$ cat config.mk
export PLATFORM = sky130hd
export DESIGN_NAME = bmp_rgba_stream_reader_flat
export DESIGN_NICKNAME = d
export VERILOG_FILES = /design/src/design/bmprd_pkg.sv /design/src/design/bmprd_req_if.sv /design/src/design/bmprd_rsp_if.sv /design/src/design/bmprd_queue.sv /design/src/design/bmprd_front.sv /design/src/design/bmprd_back.sv /design/src/design/bmp_rgba_stream_reader.sv /design/src/flat_wrapper.sv
export VERILOG_INCLUDE_DIRS = /design/src /design/src/design
export SDC_FILE = /design/constraint.sdc
export NUM_CORES = 1
export LEC_CHECK = 0
export BUFFER_PORTS_ARGS = -buffer_cell sky130_fd_sc_hd__buf_4
export CAP_MARGIN = 40
export CORE_MARGIN = 4
export CORE_UTILIZATION = 50
export DETAILED_ROUTE_END_ITERATION = 16
export GPL_TIMING_DRIVEN = 0
export PLACE_DENSITY = 0.64
export SYNTH_ARGS = -nofsm -noshare
export SYNTH_HDL_FRONTEND = slang
export SYNTH_SLANG_ARGS = --single-unit
$ cat constraint.sdc
create_clock -name clock -period 11.5 [get_ports clock]
set_input_delay 2.3 -clock clock [delete_from_list [all_inputs] [get_ports clock]]
set_output_delay 2.3 -clock clock [all_outputs]
set_load 0.02 [all_outputs]
$ cat src/design/bmp_rgba_stream_reader_assert.svh
// Assertion macros shared by the BMP reader modules.
// Each macro expects signals named clock and reset in the including scope.
`ifndef BMP_RGBA_STREAM_READER_ASSERT_SVH
`define BMP_RGBA_STREAM_READER_ASSERT_SVH
`ifndef ASSERT_OFF
`define BMPRD_ASSERT_IMPLY(label, ante, cons, msg) \
   label: assert property (@(posedge clock) disable iff (reset) (ante) |-> (cons)) \
      else $error(msg);
`define BMPRD_ASSERT_NEVER(label, expr, msg) \
   label: assert property (@(posedge clock) disable iff (reset) !(expr)) \
      else $error(msg);
`else
`define BMPRD_ASSERT_IMPLY(label, ante, cons, msg)
`define BMPRD_ASSERT_NEVER(label, expr, msg)
`endif
`endif

$ cat src/design/bmprd_pkg.sv
// Types and constants of the BMP reader: status codes, queue entry, header constants.
// No dependencies.
`default_nettype none
package bmprd_pkg;

   localparam int COORD_W      = 12;
   localparam int QUEUE_DEPTH  = 4;
   localparam int QPTR_W       = $clog2(QUEUE_DEPTH);

   localparam logic [15:0] BMP_MAGIC    = 16'h4D42;
   localparam logic [7:0]  HEADER_BYTES = 8'd54;
   localparam logic [7:0]  PIXEL_BITS   = 8'd32;

   localparam logic KIND_PIXEL  = 1'b0;
   localparam logic KIND_STATUS = 1'b1;

   typedef enum logic [2:0] {
      ST_OK         = 3'd0,
      ST_BAD_MAGIC  = 3'd1,
      ST_BAD_FORMAT = 3'd2,
      ST_TRUNCATED  = 3'd3,
      ST_BAD_OFFSET = 3'd4
   } status_type;

   typedef struct packed {
      logic               has_pixel;
      logic [7:0]         red;
      logic [7:0]         green;
      logic [7:0]         blue;
      logic [7:0]         alpha;
      logic [COORD_W-1:0] column;
      logic [COORD_W-1:0] row;
      logic               has_status;
      status_type         status;
   } cmd_type;

   typedef struct packed {
      logic    valid;
      cmd_type cmd;
   } push_type;

   typedef struct packed {
      logic    avail;
      cmd_type cmd;
   } head_type;

endpackage
`default_nettype wire

$ cat src/design/bmprd_req_if.sv
// Byte input channel of the BMP reader: valid/ready with one file byte.
// No dependencies.
`default_nettype none
interface bmprd_req_if;
   logic       valid;
   logic       ready;
   logic [7:0] byte_value;
   logic       last_byte;

   modport source (output valid, output byte_value, output last_byte, input ready);
   modport sink   (input valid, input byte_value, input last_byte, output ready);
endinterface
`default_nettype wire

$ cat src/design/bmprd_rsp_if.sv
// Result channel of the BMP reader: valid/ready with a pixel or status result.
// No dependencies.
`default_nettype none
interface bmprd_rsp_if;
   logic        valid;
   logic        ready;
   logic        kind;
   logic [7:0]  red;
   logic [7:0]  green;
   logic [7:0]  blue;
   logic [7:0]  alpha;
   logic [11:0] column;
   logic [11:0] row;
   logic [2:0]  status;
   logic        end_mark;

   modport source (output valid, output kind, output red, output green, output blue,
                   output alpha, output column, output row, output status,
                   output end_mark, input ready);
   modport sink   (input valid, input kind, input red, input green, input blue,
                   input alpha, input column, input row, input status,
                   input end_mark, output ready);
endinterface
`default_nettype wire

$ cat src/design/bmprd_queue.sv
// Short command queue between the byte parser and the result formatter.
// Depends on bmprd_pkg and the assertion macro header.
`default_nettype none
`include "bmp_rgba_stream_reader_assert.svh"
module bmprd_queue (
   input  wire logic               clock,
   input  wire logic               reset,
   input  wire bmprd_pkg::push_type push,
   input  wire logic               pop,
   output bmprd_pkg::head_type     head,
   output logic                    full
);
   import bmprd_pkg::*;

   cmd_type           entries_ff [QUEUE_DEPTH];
   logic [QPTR_W-1:0] wr_ptr_ff, wr_ptr_in;
   logic [QPTR_W-1:0] rd_ptr_ff, rd_ptr_in;
   logic [QPTR_W:0]   count_ff, count_in;

   always_comb begin
      wr_ptr_in = wr_ptr_ff;
      rd_ptr_in = rd_ptr_ff;
      count_in  = count_ff;
      if (push.valid) begin
         wr_ptr_in = wr_ptr_ff + QPTR_W'(1);
      end
      if (pop) begin
         rd_ptr_in = rd_ptr_ff + QPTR_W'(1);
      end
      case ({push.valid, pop})
         2'b10:   count_in = count_ff + (QPTR_W+1)'(1);
         2'b01:   count_in = count_ff - (QPTR_W+1)'(1);
         default: count_in = count_ff;
      endcase
   end

   always_ff @(posedge clock) begin
      if (reset) begin
         wr_ptr_ff <= '0;
         rd_ptr_ff <= '0;
         count_ff  <= '0;
      end else begin
         wr_ptr_ff <= wr_ptr_in;
         rd_ptr_ff <= rd_ptr_in;
         count_ff  <= count_in;
      end
   end

   always_ff @(posedge clock) begin
      if (push.valid) begin
         entries_ff[wr_ptr_ff] <= push.cmd;
      end
   end

   assign head.avail = (count_ff != '0);
   assign head.cmd   = entries_ff[rd_ptr_ff];
   assign full       = (count_ff == (QPTR_W+1)'(QUEUE_DEPTH));

   `BMPRD_ASSERT_NEVER(a_push_when_full, push.valid && full, "queue written while full")
   `BMPRD_ASSERT_NEVER(a_pop_when_empty, pop && !head.avail, "queue read while empty")

endmodule
`default_nettype wire

$ cat src/design/bmprd_front.sv
// Byte parser of the BMP reader: header capture and checks, pixel assembly, end status.
// Depends on bmprd_pkg, bmprd_req_if and the assertion macro header.
`default_nettype none
`include "bmp_rgba_stream_reader_assert.svh"
module bmprd_front #(
   parameter int MAX_DIM = 4096
) (
   input  wire logic           clock,
   input  wire logic           reset,
   bmprd_req_if.sink           req_chan,
   input  wire logic           queue_full,
   output bmprd_pkg::push_type push
);
   import bmprd_pkg::*;

   localparam int DIM_W = $clog2(MAX_DIM + 1);
   localparam int X_W   = $clog2(MAX_DIM);

   localparam logic [5:0] POS_MAGIC  = 6'd1;
   localparam logic [5:0] POS_OFFSET = 6'd13;
   localparam logic [5:0] POS_WIDTH  = 6'd21;
   localparam logic [5:0] POS_HEIGHT = 6'd25;
   localparam logic [5:0] POS_PLANES = 6'd27;
   localparam logic [5:0] POS_BPP    = 6'd29;
   localparam logic [5:0] POS_COMP   = 6'd33;

   function automatic logic [1:0] field_lane(input logic [5:0] pos);
      logic [1:0] lane;
      if (pos < 6'd2) begin
         lane = pos[1:0];
      end else if (pos < 6'd26) begin
         lane = pos[1:0] - 2'd2;
      end else if (pos < 6'd28) begin
         lane = pos[1:0] - 2'd2;
      end else if (pos < 6'd30) begin
         lane = pos[1:0];
      end else if (pos < 6'd34) begin
         lane = pos[1:0] - 2'd2;
      end else begin
         lane = 2'd0;
      end
      return lane;
   endfunction

   logic [31:0]      byte_count_ff, byte_count_in;
   logic [31:0]      field_ff, field_in;
   logic [31:0]      data_start_ff, data_start_in;
   logic [DIM_W-1:0] width_ff, width_in;
   logic [DIM_W-1:0] height_ff, height_in;
   logic             top_down_ff, top_down_in;
   status_type       err_ff, err_in;
   logic [23:0]      quad_ff, quad_in;
   logic [X_W-1:0]   x_ff, x_in;
   logic [DIM_W-1:0] y_ff, y_in;

   logic             accept;
   logic [5:0]       pos;
   logic [1:0]       lane;
   logic [31:0]      byte_wide;
   logic [31:0]      field_val;
   logic [31:0]      magnitude;
   status_type       hdr_err;
   logic [1:0]       pix_lane;
   logic [DIM_W-1:0] x_next;
   logic [DIM_W-1:0] row_full;
   logic [7:0]       b;
   status_type       end_status;

   assign accept    = req_chan.valid && req_chan.ready;
   assign b         = req_chan.byte_value;
   assign byte_wide = 32'(b);
   assign pos       = byte_count_ff[5:0];
   assign lane      = field_lane(pos);
   assign field_val = (lane == 2'd0) ? byte_wide
                                     : (field_ff | (byte_wide << {lane, 3'b000}));
   assign magnitude = field_val[31] ? (~field_val + 32'd1) : field_val;
   assign pix_lane  = byte_count_ff[1:0] - data_start_ff[1:0];
   assign x_next    = DIM_W'(x_ff) + DIM_W'(1);
   assign row_full  = top_down_ff ? y_ff : (height_ff - DIM_W'(1) - y_ff);

   always_comb begin
      byte_count_in = byte_count_ff;
      field_in      = field_ff;
      data_start_in = data_start_ff;
      width_in      = width_ff;
      height_in     = height_ff;
      top_down_in   = top_down_ff;
      err_in        = err_ff;
      quad_in       = quad_ff;
      x_in          = x_ff;
      y_in          = y_ff;
      hdr_err       = ST_OK;
      end_status    = ST_OK;
      push          = '0;

      if (accept) begin
         if (byte_count_ff < 32'(HEADER_BYTES)) begin
            field_in = field_val;
            case (pos)
               POS_MAGIC: begin
                  if (field_val != 32'(BMP_MAGIC)) hdr_err = ST_BAD_MAGIC;
               end
               POS_OFFSET: begin
                  data_start_in = field_val;
                  if (field_val < 32'(HEADER_BYTES)) hdr_err = ST_BAD_OFFSET;
               end
               POS_WIDTH: begin
                  if (field_val[31] || field_val == 32'd0 || field_val > 32'(MAX_DIM)) begin
                     hdr_err  = ST_BAD_FORMAT;
                     width_in = '0;
                  end else begin
                     width_in = DIM_W'(field_val);
                  end
               end
               POS_HEIGHT: begin
                  top_down_in = field_val[31];
                  if (magnitude == 32'd0 || magnitude > 32'(MAX_DIM)) begin
                     hdr_err   = ST_BAD_FORMAT;
                     height_in = '0;
                  end else begin
                     height_in = DIM_W'(magnitude);
                  end
               end
               POS_PLANES: begin
                  if (field_val != 32'd1) hdr_err = ST_BAD_FORMAT;
               end
               POS_BPP: begin
                  if (field_val != 32'(PIXEL_BITS)) hdr_err = ST_BAD_FORMAT;
               end
               POS_COMP: begin
                  if (field_val != 32'd0) hdr_err = ST_BAD_FORMAT;
               end
               default: begin
                  hdr_err = ST_OK;
               end
            endcase
            if (err_ff == ST_OK) err_in = hdr_err;
         end else if (err_ff == ST_OK && byte_count_ff >= data_start_ff &&
                      y_ff < height_ff) begin
            case (pix_lane)
               2'd0: quad_in = {16'b0, b};
               2'd1: quad_in = quad_ff | {8'b0, b, 8'b0};
               2'd2: quad_in = quad_ff | {b, 16'b0};
               default: begin
                  push.cmd.has_pixel = 1'b1;
                  push.cmd.red       = quad_ff[23:16];
                  push.cmd.green     = quad_ff[15:8];
                  push.cmd.blue      = quad_ff[7:0];
                  push.cmd.alpha     = b;
                  push.cmd.column    = COORD_W'(x_ff);
                  push.cmd.row       = COORD_W'(row_full);
                  if (x_next >= width_ff) begin
                     x_in = '0;
                     y_in = y_ff + DIM_W'(1);
                  end else begin
                     x_in = X_W'(x_next);
                  end
               end
            endcase
         end

         if (byte_count_ff != '1) byte_count_in = byte_count_ff + 32'd1;

         if (req_chan.last_byte) begin
            end_status = err_in;
            if (end_status == ST_OK &&
                (byte_count_in < 32'(HEADER_BYTES) || y_in < height_in)) begin
               end_status = ST_TRUNCATED;
            end
            push.cmd.has_status = 1'b1;
            push.cmd.status     = end_status;
            byte_count_in = '0;
            field_in      = '0;
            data_start_in = '0;
            width_in      = '0;
            height_in     = '0;
            top_down_in   = 1'b0;
            err_in        = ST_OK;
            quad_in       = '0;
            x_in          = '0;
            y_in          = '0;
         end
         push.valid = push.cmd.has_pixel || push.cmd.has_status;
      end
   end

   always_ff @(posedge clock) begin
      if (reset) begin
         byte_count_ff <= '0;
         field_ff      <= '0;
         data_start_ff <= '0;
         width_ff      <= '0;
         height_ff     <= '0;
         top_down_ff   <= 1'b0;
         err_ff        <= ST_OK;
         quad_ff       <= '0;
         x_ff          <= '0;
         y_ff          <= '0;
      end else begin
         byte_count_ff <= byte_count_in;
         field_ff      <= field_in;
         data_start_ff <= data_start_in;
         width_ff      <= width_in;
         height_ff     <= height_in;
         top_down_ff   <= top_down_in;
         err_ff        <= err_in;
         quad_ff       <= quad_in;
         x_ff          <= x_in;
         y_ff          <= y_in;
      end
   end

   assign req_chan.ready = !queue_full;

   `BMPRD_ASSERT_IMPLY(a_no_pixel_after_error, push.valid && push.cmd.has_pixel,
                       err_ff == ST_OK, "pixel issued after a header error")

endmodule
`default_nettype wire

$ cat src/design/bmprd_back.sv
// Result formatter of the BMP reader: drains the queue into the output register.
// Depends on bmprd_pkg, bmprd_rsp_if and the assertion macro header.
`default_nettype none
`include "bmp_rgba_stream_reader_assert.svh"
module bmprd_back (
   input  wire logic           clock,
   input  wire logic           reset,
   input  wire bmprd_pkg::head_type head,
   output logic                pop,
   bmprd_rsp_if.source         rsp_chan
);
   import bmprd_pkg::*;

   typedef struct packed {
      logic               kind;
      logic [7:0]         red;
      logic [7:0]         green;
      logic [7:0]         blue;
      logic [7:0]         alpha;
      logic [COORD_W-1:0] column;
      logic [COORD_W-1:0] row;
      status_type         status;
      logic               end_mark;
   } result_type;

   function automatic result_type status_result(input status_type st);
      result_type r;
      r          = '0;
      r.kind     = KIND_STATUS;
      r.status   = st;
      r.end_mark = 1'b1;
      return r;
   endfunction

   function automatic result_type pixel_result(input cmd_type c);
      result_type r;
      r        = '0;
      r.kind   = KIND_PIXEL;
      r.red    = c.red;
      r.green  = c.green;
      r.blue   = c.blue;
      r.alpha  = c.alpha;
      r.column = c.column;
      r.row    = c.row;
      r.status = ST_OK;
      return r;
   endfunction

   logic       out_valid_ff, out_valid_in;
   result_type res_ff, res_in;
   logic       pend_ff, pend_in;
   status_type pend_st_ff, pend_st_in;
   logic       load;

   assign load = !out_valid_ff || rsp_chan.ready;
   assign pop  = load && !pend_ff && head.avail;

   always_comb begin
      out_valid_in = out_valid_ff;
      res_in       = res_ff;
      pend_in      = pend_ff;
      pend_st_in   = pend_st_ff;
      if (load) begin
         if (pend_ff) begin
            res_in       = status_result(pend_st_ff);
            pend_in      = 1'b0;
            out_valid_in = 1'b1;
         end else if (head.avail) begin
            if (head.cmd.has_pixel) begin
               res_in     = pixel_result(head.cmd);
               pend_in    = head.cmd.has_status;
               pend_st_in = head.cmd.status;
            end else begin
               res_in = status_result(head.cmd.status);
            end
            out_valid_in = 1'b1;
         end else begin
            out_valid_in = 1'b0;
         end
      end
   end

   always_ff @(posedge clock) begin
      if (reset) begin
         out_valid_ff <= 1'b0;
         pend_ff      <= 1'b0;
      end else begin
         out_valid_ff <= out_valid_in;
         pend_ff      <= pend_in;
      end
   end

   always_ff @(posedge clock) begin
      res_ff     <= res_in;
      pend_st_ff <= pend_st_in;
   end

   assign rsp_chan.valid    = out_valid_ff;
   assign rsp_chan.kind     = res_ff.kind;
   assign rsp_chan.red      = res_ff.red;
   assign rsp_chan.green    = res_ff.green;
   assign rsp_chan.blue     = res_ff.blue;
   assign rsp_chan.alpha    = res_ff.alpha;
   assign rsp_chan.column   = res_ff.column;
   assign rsp_chan.row      = res_ff.row;
   assign rsp_chan.status   = res_ff.status;
   assign rsp_chan.end_mark = res_ff.end_mark;

   `BMPRD_ASSERT_IMPLY(a_pend_needs_pixel, pend_ff,
                       out_valid_ff && res_ff.kind == KIND_PIXEL,
                       "status pending without a held pixel")

endmodule
`default_nettype wire

$ cat src/design/bmp_rgba_stream_reader.sv
// Top level of the streaming 32-bit BMP reader.
// Depends on bmprd_pkg, bmprd_req_if, bmprd_rsp_if, bmprd_front, bmprd_queue, bmprd_back.
`default_nettype none
// Takes one file byte per clock, checks the header and emits each BGRA pixel as an
// RGBA result with its column and destination row as soon as its fourth byte arrives;
// the last byte of a file closes it with a status result (0 ok, 1 bad magic, 2 bad
// format, 3 truncated, 4 bad pixel offset), after which the next byte starts a new
// file. The parser handles each accepted byte and hands its results to a four-entry
// queue; the formatter drains the queue into a registered output at one result per
// cycle while the output is not stalled, so a byte that completes a pixel and ends
// the file gives a pixel result, then a status result. Input ready drops only while
// that queue is full, which happens only when the result side stalls. On a non-ok
// status the pixels already sent are to be discarded. No clearing pass follows reset.
module bmp_rgba_stream_reader #(
   parameter int MAX_DIM = 4096
) (
   input  wire logic   clock,
   input  wire logic   reset,
   bmprd_req_if.sink   req_chan,
   bmprd_rsp_if.source rsp_chan
);
   import bmprd_pkg::*;

   push_type push;
   head_type head;
   logic     queue_full;
   logic     pop;

   bmprd_front #(
      .MAX_DIM(MAX_DIM)
   ) u_front (
      .clock     (clock),
      .reset     (reset),
      .req_chan  (req_chan),
      .queue_full(queue_full),
      .push      (push)
   );

   bmprd_queue u_queue (
      .clock(clock),
      .reset(reset),
      .push (push),
      .pop  (pop),
      .head (head),
      .full (queue_full)
   );

   bmprd_back u_back (
      .clock   (clock),
      .reset   (reset),
      .head    (head),
      .pop     (pop),
      .rsp_chan(rsp_chan)
   );

endmodule
`default_nettype wire

$ cat src/flat_wrapper.sv
// flat-port wrapper written by rule: the top's interface ports become plain ports
module bmp_rgba_stream_reader_flat import bmprd_pkg::*;
#(
   parameter int MAX_DIM = 4096
)
  (clock, reset, req_chan_valid, req_chan_byte_value, req_chan_last_byte, req_chan_ready, rsp_chan_valid, rsp_chan_kind, rsp_chan_red, rsp_chan_green, rsp_chan_blue, rsp_chan_alpha, rsp_chan_column, rsp_chan_row, rsp_chan_status, rsp_chan_end_mark, rsp_chan_ready);
  bmprd_req_if req_chan_i ();
  bmprd_rsp_if rsp_chan_i ();
  input  wire logic clock;
  input  wire logic reset;
  input wire logic [$bits(req_chan_i.valid)-1:0] req_chan_valid;
  input wire logic [$bits(req_chan_i.byte_value)-1:0] req_chan_byte_value;
  input wire logic [$bits(req_chan_i.last_byte)-1:0] req_chan_last_byte;
  output wire logic [$bits(req_chan_i.ready)-1:0] req_chan_ready;
  output wire logic [$bits(rsp_chan_i.valid)-1:0] rsp_chan_valid;
  output wire logic [$bits(rsp_chan_i.kind)-1:0] rsp_chan_kind;
  output wire logic [$bits(rsp_chan_i.red)-1:0] rsp_chan_red;
  output wire logic [$bits(rsp_chan_i.green)-1:0] rsp_chan_green;
  output wire logic [$bits(rsp_chan_i.blue)-1:0] rsp_chan_blue;
  output wire logic [$bits(rsp_chan_i.alpha)-1:0] rsp_chan_alpha;
  output wire logic [$bits(rsp_chan_i.column)-1:0] rsp_chan_column;
  output wire logic [$bits(rsp_chan_i.row)-1:0] rsp_chan_row;
  output wire logic [$bits(rsp_chan_i.status)-1:0] rsp_chan_status;
  output wire logic [$bits(rsp_chan_i.end_mark)-1:0] rsp_chan_end_mark;
  input wire logic [$bits(rsp_chan_i.ready)-1:0] rsp_chan_ready;
  assign req_chan_i.valid = req_chan_valid;
  assign req_chan_i.byte_value = req_chan_byte_value;
  assign req_chan_i.last_byte = req_chan_last_byte;
  assign req_chan_ready = req_chan_i.ready;
  assign rsp_chan_valid = rsp_chan_i.valid;
  assign rsp_chan_kind = rsp_chan_i.kind;
  assign rsp_chan_red = rsp_chan_i.red;
  assign rsp_chan_green = rsp_chan_i.green;
  assign rsp_chan_blue = rsp_chan_i.blue;
  assign rsp_chan_alpha = rsp_chan_i.alpha;
  assign rsp_chan_column = rsp_chan_i.column;
  assign rsp_chan_row = rsp_chan_i.row;
  assign rsp_chan_status = rsp_chan_i.status;
  assign rsp_chan_end_mark = rsp_chan_i.end_mark;
  assign rsp_chan_i.ready = rsp_chan_ready;
  bmp_rgba_stream_reader #(.MAX_DIM(MAX_DIM)) u_core (.clock(clock), .reset(reset), .req_chan(req_chan_i), .rsp_chan(rsp_chan_i));
endmodule
==> impl_metrics.env <==
export IMPL_synth_edf_count=307
export IMPL_drt_vias_per_instance=6.15
export IMPL_boundaryPins=76
export IMPL_crit_path_max_incr_delay_ps=630
export IMPL_drt_total_wl_um=77600
export IMPL_vias_in_the_first_global_route=19454
export IMPL_yosys_most_used_dff="sky130_fd_sc_hd__edfxtp_1"
export IMPL_most_frequent_cp_cell="sky130_fd_sc_hd__clkbuf_1"
export IMPL_postSynthCellCount=2325
export IMPL_main_area_contributors_after_synthesis="sky130_fd_sc_hd__edfxtp_1 (37%), sky130_fd_sc_hd__dfxtp_1 (15%), sky130_fd_sc_hd__mux4_2 (5.5%)"
export IMPL_run_status="finished clean"
export IMPL_synth_largest_type_area_fraction_pct=37.0
export IMPL_gpl_final_weighted_congestion=1.01
export IMPL_nets=2596
export IMPL_ys_async_sr_fraction_pct=0
export IMPL_timing_final_crit_period_ps=9600
export IMPL_post_cts_repair_setup_buffers=0
export IMPL_power_leakage_nw=9.95
export IMPL_fp_coreArea_um2=49100
export IMPL_cts_tree="done"
export IMPL_timing_hold_violations_final=0
export IMPL_initialDrtViolationCount=1726
export IMPL_clock_fmax_mhz=104
export IMPL_htreeDepth=2
export IMPL_top_cells_by_count_synth="sky130_fd_sc_hd__edfxtp_1 (307), sky130_fd_sc_hd__nor2_1 (249), sky130_fd_sc_hd__dfxtp_1 (186), sky130_fd_sc_hd__a21oi_1 (149), sky130_fd_sc_hd__nand2_1 (135)"
export IMPL_wl_per_cell_um=24.3
export IMPL_seq_area_frac_synth_pct=52.0
export IMPL_endpoint_kind="flop"
export IMPL_post_synth_num_cell_types=87
export IMPL_yosysTopAreaCell="sky130_fd_sc_hd__edfxtp_1"
export IMPL_worstSetupStartpointType="flop"
export IMPL_antenna_found_initial=1
export IMPL_ctsResizeCount=0
export IMPL_route_vias_total=19619
export IMPL_io_buf_count=71
export IMPL_clk_pin_slew_worst_paths_ps=70
export IMPL_drive_gt1_share_pct=11.8
export IMPL_gr_usage_all_layers_pct=28.7
export IMPL_worst_skew_pair_late_latency_ps=630
export IMPL_worst_pin_slew_ps=916
export IMPL_post_route_drc_count=0
export IMPL_die_width_um=231
export IMPL_final_util_pct=58.2
export IMPL_timing_clock_skew_ps=37.5
export IMPL_post_synth_top_count_cell="sky130_fd_sc_hd__edfxtp_1"
export IMPL_synthesis_area_um2=24900
export IMPL_drt_pre_antenna_iters=6
export IMPL_floorplan_rows=81
export IMPL_master_cell_of_the_clock_root_buffer="sky130_fd_sc_hd__clkbuf_16"
export IMPL_average_cell_area_after_synthesis_um2=10.7
export IMPL_synth_yosys_warnings=0
export IMPL_cap_viol_max_count=0
export IMPL_critPathMaxFanout=10
export IMPL_power_density_cell_area_nw_per_um2=175
export IMPL_worst_setup_path_type="flop to flop"
export IMPL_maxSlewHeadroom_pct=38.9
export IMPL_remaining_antenna_violation_count_after_routing=0
export IMPL_cp_arrival_ps=9940
export IMPL_initial_core_util_pct=50.8
export IMPL_finalSetupViolCount=0
export IMPL_timing_final_crit_share_pct=83.5
export IMPL_rsz_0062_raised_after_global_routing="no"
export IMPL_clockBufferDepth=3
export IMPL_total_negative_setup_slacks_ps=0
export IMPL_chipHeight_um=231
export IMPL_tightest_hold_check_type="flop to flop"
export IMPL_grt_ovfl_total=0
export IMPL_synthesis_nets=2436
export IMPL_hpwl_um=58200
export IMPL_synth_seq_cells=493
export IMPL_floorplan_die_area_um2=53500
export IMPL_crit_required_ps=11840
export IMPL_cts_sinks=493
export IMPL_cpMaxStageDelayCell="sky130_fd_sc_hd__clkbuf_1"
export IMPL_power_total_mw=4.99
export IMPL_flow_area_growth_from_synthesis_pct=14.6
export IMPL_cts_buffers_inserted=51
export IMPL_ctsHoldBuffers=0
export IMPL_grt_start_max_net_pins=33
export IMPL_hold_slack_ps=468
export IMPL_grt_first_pass_wirelength_um=118000
export IMPL_timing_final_max_slew_violations=0
export IMPL_vdd_ir_drop_max_mv=0.136
-- worst paths after layout --
| path | end | slack, ps | from | depth (start not counted) |
|---|---|---|---|---|
| hold / removal | u_core.u_front.quad_ff[8] | 470 | u_core.u_front.quad_ff[8] | 2 |
| setup / recovery | u_core.u_queue.entries_ff[0][0] | 1900 | u_core.u_front.byte_count_ff[2] | 30 |
| hold reg to reg | u_core.u_front.quad_ff[8] | 470 | u_core.u_front.quad_ff[8] | 2 |
| setup reg to reg | u_core.u_queue.entries_ff[0][0] | 1900 | u_core.u_front.byte_count_ff[2] | 30 |
-- through the flow --
| step | cells | cell area, um^2 | setup slack, ps |
|---|---|---|---|
| finish | 3192 | 28600 | 1900 |
| detailed placement | 3096 | 26800 | 2250 |
| floorplan | 2325 | 24900 | 4440 |
| global route | 3191 | 28500 | 1700 |
| CTS | 3191 | 28500 | 2210 |
| global placement | 3060 | 26300 | 1290 |
-- power breakdown --
group | internal, mW | total [mW] | switching, mW
combinational | 0.437 | 1.13 | 0.690
sequential | 2.10 | 2.15 | 0.0534
clock | 0.994 | 1.72 | 0.722
total | 3.53 | 4.99 | 1.46
-- cells by family after synthesis --
group                    share of synthesized area [%]
flip-flops                                        52.0
AO/OA/AOI/OAI                                     14.7
XOR/XNOR                                          1.72
multiplexers                                      6.47
buffers and inverters                             3.98
AND/OR/NAND/NOR                                   16.2
adder cells (fa/ha/maj)                           5.01
-- routing by layer --
| layer | vias to the layer above | GRT usage, % | part of all wire [%] |
|---|---|---|---|
| met3 | 212 | 4.23 | 6.0 |
| met5 | - | 0 | 0.017 |
| met4 | 2 | 12.5 | 4.9 |
| met1 | 9667 | 37.1 | 41 |
| met2 | 739 | 48.3 | 48 |
| li1 | 8999 | - | - |
-- placed cells by master (no fill, tap or decap), types with 23 or more instances in the layout --
cell type and n:
sky130_fd_sc_hd__edfxtp_1 307, sky130_fd_sc_hd__inv_1 105, sky130_fd_sc_hd__and2_1 60, sky130_fd_sc_hd__a22oi_1 89, sky130_fd_sc_hd__clkbuf_16 52, sky130_fd_sc_hd__and3_1 30
sky130_fd_sc_hd__nor2b_1 77, sky130_fd_sc_hd__ha_1 95, sky130_fd_sc_hd__nand3_1 50, sky130_fd_sc_hd__nand2_1 135, sky130_fd_sc_hd__mux4_2 61, sky130_fd_sc_hd__xnor2_1 31
sky130_fd_sc_hd__a31oi_1 28, sky130_fd_sc_hd__clkbuf_1 131, sky130_fd_sc_hd__o21ai_0 91, sky130_fd_sc_hd__nand4_1 34, sky130_fd_sc_hd__dfxtp_1 186, sky130_fd_sc_hd__nor3_1 46
sky130_fd_sc_hd__nor4_1 23, sky130_fd_sc_hd__nor2_1 248, sky130_fd_sc_hd__buf_4 75, sky130_fd_sc_hd__a21oi_1 149, sky130_fd_sc_hd__a21o_1 29
-- flip-flops by register name, indices dropped and copies added, names as in the netlist, 8 cells and up, named ones only --
name,flops
u_core.u_front.height_ff,13
u_core.u_back.rsp_chan.blue,8
u_core.u_front.x_ff,12
u_core.u_back.rsp_chan.column,12
u_core.u_back.rsp_chan.green,8
u_core.u_back.rsp_chan.red,8
u_core.u_front.data_start_ff,32
u_core.u_front.y_ff,13
u_core.u_back.rsp_chan.alpha,8
u_core.u_queue.entries_ff,244
u_core.u_front.quad_ff,24
u_core.u_front.field_ff,32
u_core.u_front.width_ff,13
u_core.u_back.rsp_chan.row,12
u_core.u_front.byte_count_ff,32
-- final cells by class --
type	count	area, um^2
inverter	107	402
clock inverter	27	310
sequential	493	12900
buffer	148	591
timing repair buffer	107	1030
clock buffer	68	1430
antenna	1	2.50
fill	4135	20500
multi-input combinational	1577	11000
tap	664	831
-- critical path: cells and delay by family (launching register included) --
family	cells	cell delay, ps
buffers and inverters	7	2420
AND/OR/NAND/NOR	6	1680
adder cells (fa/ha/maj)	2	450
AO/OA/AOI/OAI	15	4370
flip-flops	1	340
No activity file was read; power rests on OpenSTA's default activity.
